### src/sv/hcbf_pkg.sv
// ----------------------------------------------------------------------------
// hcbf_pkg
// item types, job descriptor and character constants of the chunked framer
// ----------------------------------------------------------------------------
package hcbf_pkg;

  typedef enum logic [1:0] {
    CMD_ENTER   = 2'd0,
    CMD_OPEN    = 2'd1,
    CMD_PAYLOAD = 2'd2,
    CMD_FINISH  = 2'd3
  } cmd_e;

  typedef enum logic [1:0] {
    JOB_BYTE   = 2'd0,
    JOB_ERROR  = 2'd1,
    JOB_HEADER = 2'd2,
    JOB_TERM   = 2'd3
  } job_kind_e;

  typedef struct packed {
    logic [1:0]  command;
    logic [31:0] chunk_length;
    logic [7:0]  data_byte;
  } in_item_t;

  typedef struct packed {
    logic [7:0] out_byte;
    logic       last;
    logic       error;
  } out_item_t;

  typedef struct packed {
    job_kind_e   kind;
    logic        crlf;
    logic [7:0]  data_byte;
    logic [3:0]  num_digits;
    logic [31:0] length;
  } job_t;

  localparam logic [7:0] CHAR_CR     = 8'h0D;
  localparam logic [7:0] CHAR_LF     = 8'h0A;
  localparam logic [7:0] CHAR_ZERO   = 8'h30;
  localparam logic [7:0] CHAR_ALPHA  = 8'h37;
  localparam logic [3:0] TERM_LEN    = 4'd5;

  function automatic logic [7:0] hex_char(input logic [3:0] nib);
    logic [7:0] ch;
    if (nib < 4'hA) begin
      ch = CHAR_ZERO + {4'd0, nib};
    end else begin
      ch = CHAR_ALPHA + {4'd0, nib};
    end
    return ch;
  endfunction

endpackage

### src/sv/http_chunked_body_framer.sv
// ----------------------------------------------------------------------------
// http_chunked_body_framer
// an item's first result passes the job queue, then the output register
// throughput: one item per cycle if each gives at most one byte and no stall
// emitter: one byte a cycle unless stalled; open gives digits+2, finish 5
// reset: async active low, raw pass-through mode, no chunk open, queue empty
// ----------------------------------------------------------------------------
module http_chunked_body_framer #(
  parameter int unsigned QUEUE_DEPTH = 4
) (
  input  logic                clk_i,
  input  logic                rst_ni,
  input  logic                in_valid_i,
  output logic                in_ready_o,
  input  hcbf_pkg::in_item_t  in_item_i,
  output logic                out_valid_o,
  input  logic                out_ready_i,
  output hcbf_pkg::out_item_t out_item_o
);
  import hcbf_pkg::*;

  logic q_full, q_empty, push, pop;
  job_t push_job, head_job;

  hcbf_front u_front (
    .clk_i      (clk_i),
    .rst_ni     (rst_ni),
    .in_valid_i (in_valid_i),
    .in_ready_o (in_ready_o),
    .in_item_i  (in_item_i),
    .q_full_i   (q_full),
    .push_o     (push),
    .job_o      (push_job)
  );

  hcbf_fifo #(
    .DEPTH (QUEUE_DEPTH)
  ) u_fifo (
    .clk_i       (clk_i),
    .rst_ni      (rst_ni),
    .push_i      (push),
    .push_data_i (push_job),
    .full_o      (q_full),
    .pop_i       (pop),
    .empty_o     (q_empty),
    .head_o      (head_job)
  );

  hcbf_back u_back (
    .clk_i       (clk_i),
    .rst_ni      (rst_ni),
    .q_empty_i   (q_empty),
    .head_i      (head_job),
    .pop_o       (pop),
    .out_valid_o (out_valid_o),
    .out_ready_i (out_ready_i),
    .out_item_o  (out_item_o)
  );

endmodule

### src/sv/hcbf_fifo.sv
// ----------------------------------------------------------------------------
// hcbf_fifo
// short job queue between the classifier and the byte emitter
// ----------------------------------------------------------------------------
module hcbf_fifo #(
  parameter int unsigned DEPTH = 4
) (
  input  logic            clk_i,
  input  logic            rst_ni,
  input  logic            push_i,
  input  hcbf_pkg::job_t  push_data_i,
  output logic            full_o,
  input  logic            pop_i,
  output logic            empty_o,
  output hcbf_pkg::job_t  head_o
);
  import hcbf_pkg::*;

  localparam int unsigned AW = (DEPTH > 1) ? $clog2(DEPTH) : 1;
  localparam int unsigned CW = $clog2(DEPTH + 1);
  localparam logic [AW-1:0] LAST_IDX = AW'(DEPTH - 1);
  localparam logic [CW-1:0] FULL_CNT = CW'(DEPTH);

  job_t          mem_q [DEPTH];
  logic [AW-1:0] wr_ptr_q, wr_ptr_d;
  logic [AW-1:0] rd_ptr_q, rd_ptr_d;
  logic [CW-1:0] count_q, count_d;
  logic          do_push, do_pop;

  assign full_o  = (count_q == FULL_CNT);
  assign empty_o = (count_q == '0);
  assign head_o  = mem_q[rd_ptr_q];
  assign do_push = push_i && !full_o;
  assign do_pop  = pop_i && !empty_o;

  always_comb begin
    wr_ptr_d = wr_ptr_q;
    rd_ptr_d = rd_ptr_q;
    count_d  = count_q;
    if (do_push) begin
      wr_ptr_d = (wr_ptr_q == LAST_IDX) ? '0 : wr_ptr_q + AW'(1);
    end
    if (do_pop) begin
      rd_ptr_d = (rd_ptr_q == LAST_IDX) ? '0 : rd_ptr_q + AW'(1);
    end
    if (do_push && !do_pop) begin
      count_d = count_q + CW'(1);
    end else if (do_pop && !do_push) begin
      count_d = count_q - CW'(1);
    end
  end

  always_ff @(posedge clk_i or negedge rst_ni) begin
    if (!rst_ni) begin
      wr_ptr_q <= '0;
      rd_ptr_q <= '0;
      count_q  <= '0;
    end else begin
      wr_ptr_q <= wr_ptr_d;
      rd_ptr_q <= rd_ptr_d;
      count_q  <= count_d;
    end
  end

  always_ff @(posedge clk_i) begin
    if (do_push) begin
      mem_q[wr_ptr_q] <= push_data_i;
    end
  end

endmodule

### src/sv/hcbf_front.sv
// ----------------------------------------------------------------------------
// hcbf_front
// accepts command items, tracks chunk state and queues emit jobs
// ----------------------------------------------------------------------------
module hcbf_front (
  input  logic               clk_i,
  input  logic               rst_ni,
  input  logic               in_valid_i,
  output logic               in_ready_o,
  input  hcbf_pkg::in_item_t in_item_i,
  input  logic               q_full_i,
  output logic               push_o,
  output hcbf_pkg::job_t     job_o
);
  import hcbf_pkg::*;

  logic        chunked_q, chunked_d;
  logic [31:0] left_q, left_d;
  logic        accept;
  logic        has_job;
  logic [3:0]  ndig;
  logic [7:0][3:0] nibs;

  assign in_ready_o = !q_full_i;
  assign accept     = in_valid_i && in_ready_o;
  assign push_o     = accept && has_job;
  assign nibs       = in_item_i.chunk_length;

  // hex digit count without leading zeros
  always_comb begin
    ndig = 4'd0;
    for (int i = 0; i < 8; i++) begin
      if (nibs[i] != 4'd0) begin
        ndig = 4'(i + 1);
      end
    end
  end

  always_comb begin
    chunked_d        = chunked_q;
    left_d           = left_q;
    has_job          = 1'b0;
    job_o.kind       = JOB_ERROR;
    job_o.crlf       = 1'b0;
    job_o.data_byte  = in_item_i.data_byte;
    job_o.num_digits = ndig;
    job_o.length     = in_item_i.chunk_length;
    case (cmd_e'(in_item_i.command))
      CMD_ENTER: begin
        chunked_d = 1'b1;
      end
      CMD_OPEN: begin
        if (!chunked_q || left_q != '0) begin
          has_job = 1'b1;
        end else if (in_item_i.chunk_length != '0) begin
          has_job    = 1'b1;
          job_o.kind = JOB_HEADER;
          left_d     = in_item_i.chunk_length;
        end
      end
      CMD_PAYLOAD: begin
        has_job = 1'b1;
        if (!chunked_q) begin
          job_o.kind = JOB_BYTE;
        end else if (left_q != '0) begin
          job_o.kind = JOB_BYTE;
          job_o.crlf = (left_q == 32'd1);
          left_d     = left_q - 32'd1;
        end
      end
      CMD_FINISH: begin
        if (chunked_q) begin
          has_job = 1'b1;
          if (left_q == '0) begin
            job_o.kind = JOB_TERM;
          end
        end
      end
      default: begin
        has_job = 1'b0;
      end
    endcase
  end

  always_ff @(posedge clk_i or negedge rst_ni) begin
    if (!rst_ni) begin
      chunked_q <= 1'b0;
      left_q    <= '0;
    end else if (accept) begin
      chunked_q <= chunked_d;
      left_q    <= left_d;
    end
  end

endmodule

### src/sv/hcbf_back.sv
// ----------------------------------------------------------------------------
// hcbf_back
// walks the queued job one byte a cycle into the output register while the output is not stalled
// ----------------------------------------------------------------------------
module hcbf_back (
  input  logic                clk_i,
  input  logic                rst_ni,
  input  logic                q_empty_i,
  input  hcbf_pkg::job_t      head_i,
  output logic                pop_o,
  output logic                out_valid_o,
  input  logic                out_ready_i,
  output hcbf_pkg::out_item_t out_item_o
);
  import hcbf_pkg::*;

  logic [3:0]      step_q, step_d;
  logic [3:0]      count;
  logic [3:0]      digit_off;
  logic [2:0]      nib_idx;
  logic [7:0][3:0] nibs;
  logic            load;
  logic            is_last;
  out_item_t       cur;
  logic            out_valid_q;
  out_item_t       out_q;

  assign nibs      = head_i.length;
  assign digit_off = head_i.num_digits - 4'd1 - step_q;
  assign nib_idx   = digit_off[2:0];

  always_comb begin
    count     = 4'd1;
    cur.error = 1'b0;
    cur.out_byte = head_i.data_byte;
    case (head_i.kind)
      JOB_BYTE: begin
        count = head_i.crlf ? 4'd3 : 4'd1;
        if (step_q == 4'd1) begin
          cur.out_byte = CHAR_CR;
        end else if (step_q == 4'd2) begin
          cur.out_byte = CHAR_LF;
        end
      end
      JOB_ERROR: begin
        cur.error    = 1'b1;
        cur.out_byte = '0;
      end
      JOB_HEADER: begin
        count = head_i.num_digits + 4'd2;
        if (step_q < head_i.num_digits) begin
          cur.out_byte = hex_char(nibs[nib_idx]);
        end else if (step_q == head_i.num_digits) begin
          cur.out_byte = CHAR_CR;
        end else begin
          cur.out_byte = CHAR_LF;
        end
      end
      JOB_TERM: begin
        count = TERM_LEN;
        if (step_q == 4'd0) begin
          cur.out_byte = CHAR_ZERO;
        end else if (step_q[0]) begin
          cur.out_byte = CHAR_CR;
        end else begin
          cur.out_byte = CHAR_LF;
        end
      end
      default: begin
        count = 4'd1;
      end
    endcase
    is_last  = (step_q == count - 4'd1);
    cur.last = is_last;
  end

  assign load   = !q_empty_i && (!out_valid_q || out_ready_i);
  assign pop_o  = load && is_last;
  assign step_d = load ? (is_last ? 4'd0 : step_q + 4'd1) : step_q;

  always_ff @(posedge clk_i or negedge rst_ni) begin
    if (!rst_ni) begin
      step_q      <= '0;
      out_valid_q <= 1'b0;
    end else begin
      step_q <= step_d;
      if (load) begin
        out_valid_q <= 1'b1;
      end else if (out_ready_i) begin
        out_valid_q <= 1'b0;
      end
    end
  end

  always_ff @(posedge clk_i) begin
    if (load) begin
      out_q <= cur;
    end
  end

  assign out_valid_o = out_valid_q;
  assign out_item_o  = out_q;

endmodule

### config.mk
export PLATFORM = sky130hd
export DESIGN_NAME = http_chunked_body_framer
export DESIGN_NICKNAME = d
export VERILOG_FILES = /design/src/sv/hcbf_pkg.sv /design/src/sv/http_chunked_body_framer.sv /design/src/sv/hcbf_fifo.sv /design/src/sv/hcbf_front.sv /design/src/sv/hcbf_back.sv
export SDC_FILE = /design/constraint.sdc
export NUM_CORES = 1
export LEC_CHECK = 0
export CAP_MARGIN = 20
export CORE_MARGIN = 2
export CORE_UTILIZATION = 55
export CTS_BUF_LIST = sky130_fd_sc_hd__clkbuf_8 sky130_fd_sc_hd__clkbuf_16
export CTS_CLUSTER_SIZE = 8
export DETAILED_ROUTE_END_ITERATION = 8
export DONT_BUFFER_PORTS = 1
export HOLD_SLACK_MARGIN = 0.12
export PLACE_DENSITY = 0.74
export SETUP_SLACK_MARGIN = 0.05
export SLEW_MARGIN = 0
export SYNTH_ARGS = -nofsm -noshare
export SYNTH_HDL_FRONTEND = slang
export SYNTH_HIERARCHICAL = 1
export SYNTH_SLANG_ARGS = --single-unit
### constraint.sdc
create_clock -name clk_i -period 3.59 [get_ports clk_i]
set_input_delay 0 -clock clk_i [delete_from_list [all_inputs] [get_ports clk_i]]
set_output_delay 0 -clock clk_i [all_outputs]
set_load 0.01 [all_outputs]
==> Word-level counts from Yosys, hierarchy flattened <==
Memories as Yosys holds them, arrays and structs flattened.
Index checks and enable logic that the tools add are counted.
{ "word_totals": {"reg_bits": 55, "ram_bits": 188, "input_bits": 46, "output_inout_bits": 12, "elab_cells": 128, "n_memories": 1} }
{ "op_classes": {"n_addsub": 12, "n_lt_le_gt_ge": 3, "eq_ne": 18, "mux": 48, "n_reduce_logical": 36} }
{ "mem_list": {"columns": ["name", "depth", "word_bits", "read_ports", "rd_clocked_by_memory_dff", "write_ports", "line", "rtl"], "rows": [
  ["u_fifo.mem_q", 4, 47, 1, 0, 1, "hcbf_fifo.sv:24", "job_t mem_q [DEPTH];"]
]} }
{ "ops": {"columns": ["op", "n"], "rows": [
  ["$mux 32", 4],
  ["$pmux 32 s2", 1],
  ["$reduce_bool 32->1", 2],
  ["$mux 8", 5],
  ["$mux 4", 9],
  ["$eq 32x1->1 const B", 1],
  ["$logic_not 32->1", 1],
  ["$pmux 8 s4", 1],
  ["$reduce_bool 4->1", 8],
  ["$sub 32x1->32 const B", 1],
  ["$mux 2", 9],
  ["$add 6x4->7 const A", 2],
  ["$bmux 4 s3", 1],
  ["$eq 2x2->1 const B", 6],
  ["$mux 3", 4],
  ["$pmux 4 s3", 1],
  ["$mux 1", 11],
  ["$eq 4x4->1", 2],
  ["$logic_and 1x1->1", 8],
  ["$logic_not 1->1", 6],
  ["$ne 2x1->1 const B", 3],
  ["$pmux 2 s3", 1],
  ["$reduce_and 6->1", 1],
  ["$reduce_bool 2->1", 3],
  ["other kinds (21)", 26]
]} }

==> Logic depth before layout (Yosys ltp) <==
Gate-level depths: netlist of the first run.
{ "logic_depth": {"depth_word": 10, "ltp_mapped": 19} }

==> Hierarchy <==
The synthesis of the first run kept the hierarchy.
{ "modules_own_cells": {"columns": ["mod", "n_inst", "cells_per_inst", "area_per_inst_um2", "seq_area_each_um2"], "rows": [
  ["hcbf_fifo", 1, 283, 7247.0, 5820.6],
  ["hcbf_front", 1, 347, 2770.2, 825.8],
  ["hcbf_back", 1, 152, 1541.5, 425.4]
]} }

==> Least setup slack after synthesis of the first run <==
OpenSTA, ideal clock, no wires.
{ "synth_timing": {"path_kind": "reg-to-reg", "startpoint": "register u_fifo.rd_ptr_q[0]", "endpoint": "register u_fifo.count_q[1]", "setup_time_ps": 125, "t_arrival_ps": 3567, "required_time_ps": 3465, "slack_ps": -102, "path_stages_with_launch": 17, "path_buffers": 3, "period_less_slack_ps": 3692, "path_cell_list": "dfrtp_1 buf_6 buf_12 mux4_1 buf_2 mux2i_1 or2_2 ha_1 xnor2_1 xnor2_1 o211ai_1 nor3_1 o31ai_2 ha_1 inv_1 fa_1 mux2_2"} }
{ "synth_rtl": {"columns": ["element", "line", "rtl"], "rows": [
  ["start, declared", "hcbf_fifo.sv:26", "logic [AW-1:0] rd_ptr_q, rd_ptr_d;"],
  ["start signal, assigned", "hcbf_fifo.sv:60", "rd_ptr_q <= rd_ptr_d;"],
  ["end signal, assigned", "hcbf_fifo.sv:61", "count_q <= count_d;"],
  ["end, declared", "hcbf_fifo.sv:27", "logic [CW-1:0] count_q, count_d;"]
]} }

==> Final worst setup path of the first run <==
{ "layout_timing": {"startpoint": "input in_item_i[20] in the netlist's numbering", "endpoint": "register u_front.left_q[2]"} }
{ "layout_via": {"elab_chain_cells": 3} }
{ "layout_lines": {"columns": ["element", "line", "rtl"], "rows": [
  ["start, declared", "http_chunked_body_framer.sv:15", "input hcbf_pkg::in_item_t in_item_i,"],
  ["$reduce_bool 32->1", "hcbf_front.sv:55", "end else if (in_item_i.chunk_length != '0) begin"],
  ["$ne 2x1->1 (no line)", null, null],
  ["$reduce_and 6->1 (no line)", null, null],
  ["end signal, assigned", "hcbf_front.sv:91", "left_q <= left_d;"],
  ["end, declared", "hcbf_front.sv:18", "logic [31:0] left_q, left_d;"]
]} }
Every way passes these cells.
A chain may end at the register's enable or synchronous reset.

==> results of run 1 <==
cell families (layout without fill, tap and decap cells):
kind of cell    count (synthesis)  after routing  share of synthesized area (%)
xor+xnor                       11             11                          0.833
simple gates                  185            185                           8.69
fa+ha+maj                      22             22                           2.51
compound gates                156            156                           9.06
mux                            69             69                           12.4
flops                         243            243                           61.2
other cells                     0              7                              0
buf+inv                        96            171                           5.28
final timing paths:
kind                                             endpoint  slack (ns)  cells past startpoint
setup / recovery            u_front/left_q[2]$_DFFE_PN0P_        0.06                      8
setup reg to reg            u_fifo/count_q[1]$_DFFE_PN0P_        0.10                     12
hold reg to reg            u_front/left_q[25]$_DFFE_PN0P_        0.50                      1
max in group asynchronous  u_fifo/rd_ptr_q[1]$_DFFE_PN0P_        3.18                      3
hold / removal             u_fifo/wr_ptr_q[1]$_DFFE_PN0P_        0.16                      3
min in group clk_i         u_front/left_q[30]$_DFFE_PN0P_        0.17                      4
registers in the layout, indices dropped and copies added, names as in the netlist:
signal	count
u_back/out_item_o	10
u_fifo/rd_ptr_q	2
u_front/chunked_q	1
u_fifo/count_q	3
u_front/left_q	32
u_fifo/wr_ptr_q	2
u_back/step_q	4
u_fifo/mem_q	188
u_back/out_valid_o	1
layout make-up:
cell class                 instances  area, µm²
fill                            1436       7320
sequential                       243       7070
multi-input combinational        443       4030
clock buffer                      38        951
timing repair buffer              87        880
tap                              275        344
clock inverter                    27        140
inverter                          19       71.3
antenna                            7       17.5
Yosys cell counts, types with 6 or more instances:
master | number | area, µm²
a21oi_1 | 31 | 155
a22oi_1 | 8 | 60.1
a31oi_1 | 21 | 131
and2_1 | 7 | 43.8
buf_2 | 9 | 45.0
buf_4 | 45 | 338
clkbuf_1 | 16 | 60.1
dfrtp_1 | 45 | 1130
edfxtp_1 | 198 | 5950
ha_1 | 20 | 250
inv_1 | 18 | 67.6
mux2i_1 | 6 | 60.1
mux4_1 | 9 | 236
mux4_2 | 47 | 1060
nand2_1 | 38 | 143
nand2b_1 | 8 | 50.1
nand3_1 | 25 | 125
nor2_1 | 39 | 146
nor2b_1 | 8 | 50.1
nor3_1 | 12 | 60.1
nor4_1 | 14 | 87.6
o21ai_0 | 26 | 130
o21ai_1 | 8 | 40.0
o22ai_1 | 7 | 43.8
o31ai_1 | 14 | 105
xnor2_1 | 7 | 61.3
metrics by stage:
step	total power (W)	instance area [µm²]	setup TNS [ns]	cells
CTS	0.0116	13400	0	1127
global route	0.0124	13500	0	1133
floorplan	0.00738	11600	-0.00153	782
detailed placement	0.00827	11700	0	1009
finish	0.0118	13500	0	1139
global placement	0.00803	11700	0	1009
power by group through the flow:
stage	sequential, W	combinational (W)	clock (W)
6_report	0.00418	0.00448	0.00313
3_5_place_dp	0.00421	0.00405	0
3_3_place_gp	0.00416	0.00387	0
4_1_cts	0.00417	0.00422	0.00318
2_1_floorplan	0.00409	0.00329	0
5_1_grt	0.00425	0.00485	0.00330
layout by cell type (no fill, tap or decap), types with 4 or more instances in the layout:
cell,n
o21ai_0,26
o211ai_1,4
o2bb2ai_1,5
inv_1,41
a22oi_1,8
buf_4,31
nor4_1,14
o31ai_1,14
nor2_1,39
a31oi_1,21
buf_12,5
nor3_1,11
o22ai_1,7
nand4_1,5
edfxtp_1,198
a21oi_1,30
nor2b_1,7
and2_2,4
nand2b_1,8
xnor2_1,5
ha_1,16
mux4_1,6
diode_2,7
clkbuf_16,38
nand3_1,25
mux4_2,50
dfrtp_1,43
dlygate4sd3_1,48
o21ai_1,7
nand2_1,38
mux2i_1,4
repair_timing:
action | 4_1_cts | 5_1_grt
resized for setup | 3 | 10
gates cloned | 0 | 0
pin swaps | 0 | 6
buffers inserted | 3 | 5
endpoints found under the setup margin | 4 | 8
endpoints found under the hold margin | 260 | 0
hold buffers | 50 | 0
worst min-delay path, stage by stage:
cell	delay, ns
dlygate4sd3_1	0.65
buf_16	0.14
buf_16	0.25
per-layer routing:
layer | GRT usage (%) | up-vias | wire (µm)
li1 | - | 3177 | -
met1 | 33.7 | 3697 | 10700
met2 | 43.7 | 399 | 14200
met4 | 9.33 | 4 | 888
met3 | 5.54 | 76 | 2260
met5 | 0 | - | 24
==> qor.txt, run 1 <==
Initial DRC Count = 874
Crit path arrival time = 3.92 ns
CP required = 3.98 ns
Slew @ Worst Pin = 0.811 ns
initial antenna violation count = 6
Hold Slack = 0.162 ns
crit path from = in_item_i[20]
Tightest Hold Check Type = input pin to async pin
register area share after synthesis = 61.2%
RSZ-0062 raised after global routing = yes
area grow syn2layout = 16.8%
fmax = 0.283 GHz
Max Slew Vio Count = 0
Worst-path clk slew = 0.05 ns
die area = 22200 µm²
post-synth net total = 850
cell repeated most along the worst path = dlygate4sd3_1
Comb power frac = 38.0%
internal cell power = 0.00783 W
post-layout worst setup margin = 0.0590 ns
Yosys reg bits = 243
slowest stage delay, CP = 0.86 ns
Clock Sinks = 243
Crit Reg-Reg Startpoint = u_fifo/rd_ptr_q[0]$_DFFE_PN0P_
routed vias/inst = 6.46
Final Hold Vio Count = 0
CP Class = input pin to flip-flop
post-DP HPWL = 17300 µm
fraction of final layout cells sized beyond drive strength 1 = 20.3%
H-tree depth = 2
die height = 149 µm
first-pass GRT wire length = 43200 µm
Total Wirelength = 28100 µm
largest net degree at the start of global routing = 54
gr usage total = 26.0%
RePlAce Congestion = 0.900
Lkg Pwr = 4.69 nW
synthesized area per cell = 14.8 µm²
Synth Instances = 782
Clock Latency Late Sink = 0.51 ns
distinct cell type count after synthesis = 75
Worst setup SP type = input pin
CP delay by family, top = simple AND/OR/NAND/NOR gates
Sw Share = 33.5%
Port Buf Inserts = 0
Finished Core Util = 64.8%
mapped cell area = 11600 µm²
Tmin final = 3.53 ns
Max-Cap Viols = 0
Pre-antenna DRT Iters = 5
std cell rows = 53
period utilisation layout = 98.4%
max_slew headroom = 45.2%
clk buf depth = 3
nets = 898
Flop pwr share = 35.5%
clock share of power = 26.5%
pre-CTS WS = 0.0143 ns
CP Cell Sequence = dlygate4sd3_1, nor4_1, nand4_1, o41ai_1, o22ai_4, nand2_4, o2bb2ai_2, dlygate4sd3_1
final setup fails = 0
status = completed
PD cells = 873 nW/µm²
TritonCTS clock tree = built
worst vdd ir = 0.493 mV
drc violations = 0
Max stage delay cell, worst path = o41ai_1
Die X = 149 µm
I/O pin cnt = 58
clk_skew = 0.0206 ns
initial core utilization = 55.5%
Worst Path Buf+Inv = 2
ys async rst share = 18.5%
Clk Tree Root Cell = clkbuf_16
Post-synth EDFFs = 198
CP Capture Type = flip-flop
CP Max Fanout = 23
core area = 20800 µm²
GRT Residual Overflow = 0
vias after detailed routing = 7353
Final ANT Viol Nets = 0
vias in the first global route = 7488
main flop type after synthesis = edfxtp_1
Synthesis Warnings = 6
drt wl/cell = 24.7 µm
total CTS buffers = 36
P_sw = 0.00395 W
No activity file was read; power rests on OpenSTA's default activity.
==> inputs of run 2 (changes only) <==
Settings changed: CORE_UTILIZATION 55 to 43, PLACE_DENSITY 0.74 to 0.61.
==> qor.txt, run 2 (synthesis gave the netlist of run 1 again) <==
Die X = 168 µm (was 149 µm)
fmax = 0.288 GHz (was 0.283 GHz)
most frequent cells in the layout = edfxtp_1 (198), dlygate4sd3_1 (50), mux4_2 (50) (was edfxtp_1 (198), mux4_2 (50), dlygate4sd3_1 (48))
Largest register FFs = 188 (unchanged)
CP Cell Sequence = buf_12, mux4_2, mux2i_1, or2_4, ha_4, xnor2_2, xnor2_1, o211ai_1, nor3_2, o31ai_2, ha_2, inv_1, fa_1, mux2_2 (was dlygate4sd3_1, nor4_1, nand4_1, o41ai_1, o22ai_4, nand2_4, o2bb2ai_2, dlygate4sd3_1)
Clk Tree Root Cell = clkbuf_16 (unchanged)
slowest stage delay, CP = 0.51 ns (was 0.86 ns)
routed vias/inst = 5.95 (was 6.46)
Max Slew Vio Count = 0 (unchanged)
max_slew headroom = 46.4% (was 45.2%)
Port Buf Inserts = 0 (unchanged)
multi-input logic area = 3980 µm² (was 4030 µm²)
CP Max Fanout = 4 (was 23)
DP Area = 11900 µm² (was 11700 µm²)
Worst setup SP type = flip-flop (was input pin)
Most flops, register = u_fifo/mem_q (unchanged)
TritonCTS clock tree = built (unchanged)
vias after detailed routing = 7160 (was 7353)
Clock Latency Late Sink = 0.52 ns (was 0.51 ns)
clk_skew = 0.0219 ns (was 0.0206 ns)
Final ANT Viol Nets = 0 (unchanged)
Seq. cell area = 7080 µm² (was 7070 µm²)
I/O pin cnt = 58 (unchanged)
first-pass GRT wire length = 43800 µm (was 43200 µm)
CP delay by family, top = multiplexers (was simple AND/OR/NAND/NOR gates)
Power Total = 0.0115 W (was 0.0118 W)
initial core utilization = 43.4% (was 55.5%)
std cell rows = 60 (was 53)
CP required = 3.97 ns (was 3.98 ns)
CP Class = flip-flop to flip-flop (was input pin to flip-flop)
fraction of final layout cells sized beyond drive strength 1 = 20.2% (was 20.3%)
Total Wirelength = 28100 µm (about the same)
Initial DRC Count = 650 (was 874)
core area = 26700 µm² (was 20800 µm²)
commonest non-fill, non-tap cell in the layout = edfxtp_1 (unchanged)
vias in the first global route = 7294 (was 7488)
RePlAce Congestion = 0.860 (was 0.900)
initial antenna violation count = 5 (was 6)
Tightest Hold Check Type = input pin to flip-flop (was input pin to async pin)
P_sw = 0.00384 W (was 0.00395 W)
Hold Slack = 0.154 ns (was 0.162 ns)
Comb power frac = 37.3% (was 38.0%)
final setup fails = 0 (unchanged)
pre-CTS WS = -0.0463 ns (was 0.0143 ns)
Crit path arrival time = 3.85 ns (was 3.92 ns)
clock share of power = 26.5% (about the same)
Worst-path clk slew = 0.05 ns (about the same)
post-layout worst setup margin = 0.120 ns (was 0.0590 ns)
Sw Share = 33.3% (was 33.5%)
GRT Residual Overflow = 0 (unchanged)
clk buf depth = 3 (unchanged)
drc violations = 0 (unchanged)
area grow syn2layout = 17.3% (was 16.8%)
worst vdd ir = 0.514 mV (was 0.493 mV)
Tmin final = 3.47 ns (was 3.53 ns)
Max stage delay cell, worst path = dfrtp_4 (was o41ai_1)
period utilisation layout = 96.6% (was 98.4%)
Worst Path Buf+Inv = 2 (unchanged)
internal cell power = 0.00770 W (was 0.00783 W)
Pre-antenna DRT Iters = 5 (unchanged)
status = completed (unchanged)
H-tree depth = 2 (unchanged)
total CTS buffers = 36 (unchanged)
CP Capture Type = flip-flop (unchanged)
Final Hold Vio Count = 0 (unchanged)
die height = 168 µm (was 149 µm)
nets = 902 (was 898)
largest net degree at the start of global routing = 54 (unchanged)
drt wl/cell = 23.4 µm (was 24.7 µm)
PD cells = 851 nW/µm² (was 873 nW/µm²)
Max-Cap Viols = 0 (unchanged)
Filler cells = 2191 (was 1436)
RSZ-0062 raised after global routing = yes (unchanged)
post-DP HPWL = 17900 µm (was 17300 µm)
Clock Sinks = 243 (unchanged)
die area = 28200 µm² (was 22200 µm²)
design area = 13600 µm² (was 13500 µm²)
Slew @ Worst Pin = 0.793 ns (was 0.811 ns)
Lkg Pwr = 4.69 nW (about the same)
Flop pwr share = 36.2% (was 35.5%)
gr usage total = 20.4% (was 26.0%)
run 2: stage by stage:
stage | std cells | TNS [ns] | utilization (%)
after CTS | 1198 | 0 | 50.6
after global placement | 1080 | 0 | 44.5
after floorplan | 782 | -0.00153 | -
final | 1204 | 0 | 50.9
after global routing | 1202 | 0 | 50.8
after detailed placement | 1081 | -0.0463 | 44.5
run 2: routing by layer:
metal	vias to the layer above	share of wire, %	global-route usage, %
li1	3181	-	-
met5	-	0.12	0
met2	262	49	34.1
met3	52	6.7	4.63
met4	6	2.3	5.90
met1	3659	42	26.8
run 2: worst paths after layout:
check                                                from                              to  slack (ns)  depth (start not counted)
min in group asynchronous                          rst_ni  u_fifo/wr_ptr_q[0]$_DFFE_PN0P_        0.66                          4
max reg2reg                u_fifo/rd_ptr_q[0]$_DFFE_PN0P_   u_fifo/count_q[1]$_DFFE_PN0P_        0.12                         14
min                                         in_item_i[40]  u_front/left_q[31]$_DFFE_PN0P_        0.15                          5
min reg2reg                u_front/left_q[25]$_DFFE_PN0P_  u_front/left_q[25]$_DFFE_PN0P_        0.51                          1
max                        u_fifo/rd_ptr_q[0]$_DFFE_PN0P_   u_fifo/count_q[1]$_DFFE_PN0P_        0.12                         14
max in group asynchronous                          rst_ni  u_front/left_q[31]$_DFFE_PN0P_        2.68                          4
run 2: what timing repair did:
action / CTS / global route
hold buffers: 52 / 0
setup endpoints to repair: 1 / 7
pin swaps: 0 / 7
resized for setup: 2 / 8
endpoints found under the hold margin: 261 / 0
buffers inserted: 0 / 4
run 2: layout make-up:
cell class | instances | share of cell area (%)
multi-input combinational | 443 | 29.3
tap | 341 | 3.15
antenna | 2 | 0.0369
timing repair buffer | 91 | 6.92
inverter | 19 | 0.526
clock inverter | 26 | 0.794
clock buffer | 39 | 7.03
sequential | 243 | 52.2
run 2: power groups by stage:
stage	Combinational [W]	Clock (W)	Sequential (W)
2_1_floorplan	0.00329	0	0.00409
3_3_place_gp	0.00398	0	0.00417
3_5_place_dp	0.00412	0	0.00421
4_1_cts	0.00426	0.00312	0.00416
5_1_grt	0.00468	0.00323	0.00424
6_report	0.00430	0.00306	0.00417
run 2: worst min-delay path: stages:
cell and delay [ns]:
nor2b_1 0.13, o41ai_1 0.15, o22ai_4 0.15, nor2_1 0.12, nor3_1 0.06
==> inputs of run 3 (changes only) <==
Settings changed: CORE_UTILIZATION 43 to 58, PLACE_DENSITY 0.61 to 0.77.
==> qor.txt, run 3 (synthesis gave the netlist of run 1 again) <==
CP Max Fanout = 6 (was 4)
nets = 907 (was 902)
vias after detailed routing = 7503 (was 7160)
TritonCTS clock tree = built (unchanged)
clk buf depth = 3 (unchanged)
CP required = 3.99 ns (was 3.97 ns)
post-layout worst setup margin = 0.0696 ns (was 0.120 ns)
die area = 21100 µm² (was 28200 µm²)
CP Cell Sequence = mux4_2, buf_4, ha_4, nor3b_2, xnor2_1, a211o_1, nor3_2, o31ai_4, ha_2, inv_1, fa_1, mux2_2 (was buf_12, mux4_2, mux2i_1, or2_4, ha_4, xnor2_2, xnor2_1, o211ai_1, nor3_2, o31ai_2, ha_2, inv_1, fa_1, mux2_2)
period utilisation layout = 98.1% (was 96.6%)
worst reg-to-reg setup slack = 0.07 ns (was 0.12 ns)
Initial DRC Count = 857 (was 650)
Clock Sinks = 243 (unchanged)
largest net degree at the start of global routing = 54 (unchanged)
Largest register FFs = 188 (unchanged)
gr usage total = 28.0% (was 20.4%)
Max Slew Vio Count = 0 (unchanged)
drc violations = 0 (unchanged)
Total Wirelength = 29600 µm (was 28100 µm)
core area = 19500 µm² (was 26700 µm²)
Finished Core Util = 69.1% (was 50.9%)
slowest stage delay, CP = 0.58 ns (was 0.51 ns)
Critical R2R Capture = u_fifo/count_q[1]$_DFFE_PN0P_ (unchanged)
Crit path arrival time = 3.92 ns (was 3.85 ns)
first-pass GRT wire length = 44900 µm (was 43800 µm)
routing usage on met2 = 48.0% (was 34.1%)
status = completed (unchanged)
Most flops, register = u_fifo/mem_q (unchanged)
Max-Cap Viols = 0 (unchanged)
CP Capture Type = flip-flop (unchanged)
initial core utilization = 59.2% (was 43.4%)
Max stage delay cell, worst path = mux4_2 (was dfrtp_4)
Clk Tree Root Cell = clkbuf_16 (unchanged)
post-DP HPWL = 17700 µm (was 17900 µm)
Worst-path clk slew = 0.05 ns (about the same)
routed vias/inst = 6.62 (was 5.95)
CP delay by family, top = adder cells (was multiplexers)
Slew @ Worst Pin = 0.979 ns (was 0.793 ns)
I/O pin cnt = 58 (unchanged)
Crit Reg-Reg Startpoint = u_fifo/rd_ptr_q[0]$_DFFE_PN0P_ (unchanged)
Hold Slack = 0.145 ns (was 0.154 ns)
final setup fails = 0 (unchanged)
Clock Latency Late Sink = 0.53 ns (was 0.52 ns)
Pre-antenna DRT Iters = 7 (was 5)
max_slew headroom = 34.1% (was 46.4%)
worst vdd ir = 0.642 mV (was 0.514 mV)
M3 GR Usage = 5.50% (was 4.63%)
Worst setup SP type = flip-flop (unchanged)
drt wl/cell = 26.1 µm (was 23.4 µm)
total CTS buffers = 36 (unchanged)
clk_skew = 0.0231 ns (was 0.0219 ns)
Lkg Pwr = 4.70 nW (was 4.69 nW)
Final Hold Vio Count = 0 (unchanged)
die height = 145 µm (was 168 µm)
CP Class = flip-flop to flip-flop (unchanged)
Worst Path Buf+Inv = 2 (unchanged)
Die X = 145 µm (was 168 µm)
met1 Use GR = 35.4% (was 26.8%)
Port Buf Inserts = 0 (unchanged)
worst reg2reg path depth = 12 (was 14)
most frequent cells in the layout = edfxtp_1 (198), mux4_2 (50), dlygate4sd3_1 (49) (was edfxtp_1 (198), dlygate4sd3_1 (50), mux4_2 (50))
Tightest Hold Check Type = input pin to async pin (was input pin to flip-flop)
pre-CTS WS = -0.0867 ns (was -0.0463 ns)
area grow syn2layout = 16.8% (was 17.3%)
RSZ-0062 raised after global routing = yes (unchanged)
fmax = 0.284 GHz (was 0.288 GHz)
commonest non-fill, non-tap cell in the layout = edfxtp_1 (unchanged)
Tmin final = 3.52 ns (was 3.47 ns)
initial antenna violation count = 5 (unchanged)
PD cells = 877 nW/µm² (was 851 nW/µm²)
RePlAce Congestion = 0.943 (was 0.860)
Final ANT Viol Nets = 0 (unchanged)
fraction of final layout cells sized beyond drive strength 1 = 21.3% (was 20.2%)
GR peak layer = met2 (unchanged)
H-tree depth = 2 (unchanged)
std cell rows = 51 (was 60)
GRT Residual Overflow = 0 (unchanged)
vias in the first global route = 7566 (was 7294)
## run 3: power breakdown
group          total, W  switching [W]  internal, W
logic           0.00459        0.00241      0.00218
clock network   0.00303        0.00122      0.00182
registers       0.00420       0.000466      0.00374
## run 3: metrics by stage
step	power, W	cells	setup TNS [ns]	cell area [µm²]
final	0.0118	1133	0	13500
after floorplan	0.00738	782	-0.00153	11600
after global routing	0.0124	1132	-0.0585	13500
after detailed placement	0.00831	1003	-0.0867	11700
after global placement	0.00806	1002	0	11700
after CTS	0.0115	1120	0	13300
## run 3: area by class of cell
class,instances,area [µm²]
Antenna cell,3,7.51
Clock buffer,36,901
Clock inverter,28,143
Fill cell,1283,6030
Inverter,19,71.3
Multi-Input combinational cell,443,4020
Sequential cell,243,7070
Tap cell,265,332
Timing Repair Buffer,96,952
## run 3: timing repair
action | in CTS | in global routing
endpoints found under the setup margin | 5 | 7
resized for setup | 3 | 11
buffers inserted | 2 | 10
gates cloned | 0 | 0
hold buffers | 51 | 0
hold endpoints to repair | 261 | 0
pin swaps | 1 | 5
## run 3: worst max-delay path by stage
stage | start | endpoint | slack, ns | depth (start not counted)
global placement | u_fifo/rd_ptr_q[0]$_DFFE_PN0P_ | u_back/out_item_o[4]$_DFFE_PP_ | 0.08 | 9
global route | u_fifo/rd_ptr_q[0]$_DFFE_PN0P_ | u_fifo/count_q[1]$_DFFE_PN0P_ | -0.06 | 13
detailed placement | u_fifo/rd_ptr_q[0]$_DFFE_PN0P_ | u_fifo/count_q[1]$_DFFE_PN0P_ | -0.09 | 12
finish | u_fifo/rd_ptr_q[0]$_DFFE_PN0P_ | u_fifo/count_q[1]$_DFFE_PN0P_ | 0.07 | 12
floorplan | u_fifo/rd_ptr_q[0]$_DFFE_PN0P_ | u_back/out_item_o[4]$_DFFE_PP_ | -0.002 | 12
CTS | u_fifo/rd_ptr_q[0]$_DFFE_PN0P_ | u_fifo/count_q[1]$_DFFE_PN0P_ | 0.03 | 13
## run 3: routing by layer
layer	part of all wire, %	up-vias	routed length, µm
met2	52	426	15300
met5	0	-	0
li1	-	3184	-
met1	37	3817	11000
met3	8.0	76	2370
met4	3.3	0	978
## run 3: tightest hold or removal path, stage by stage
cell	delay, ns
dlygate4sd3_1	0.65
buf_16	0.14
buf_16	0.25
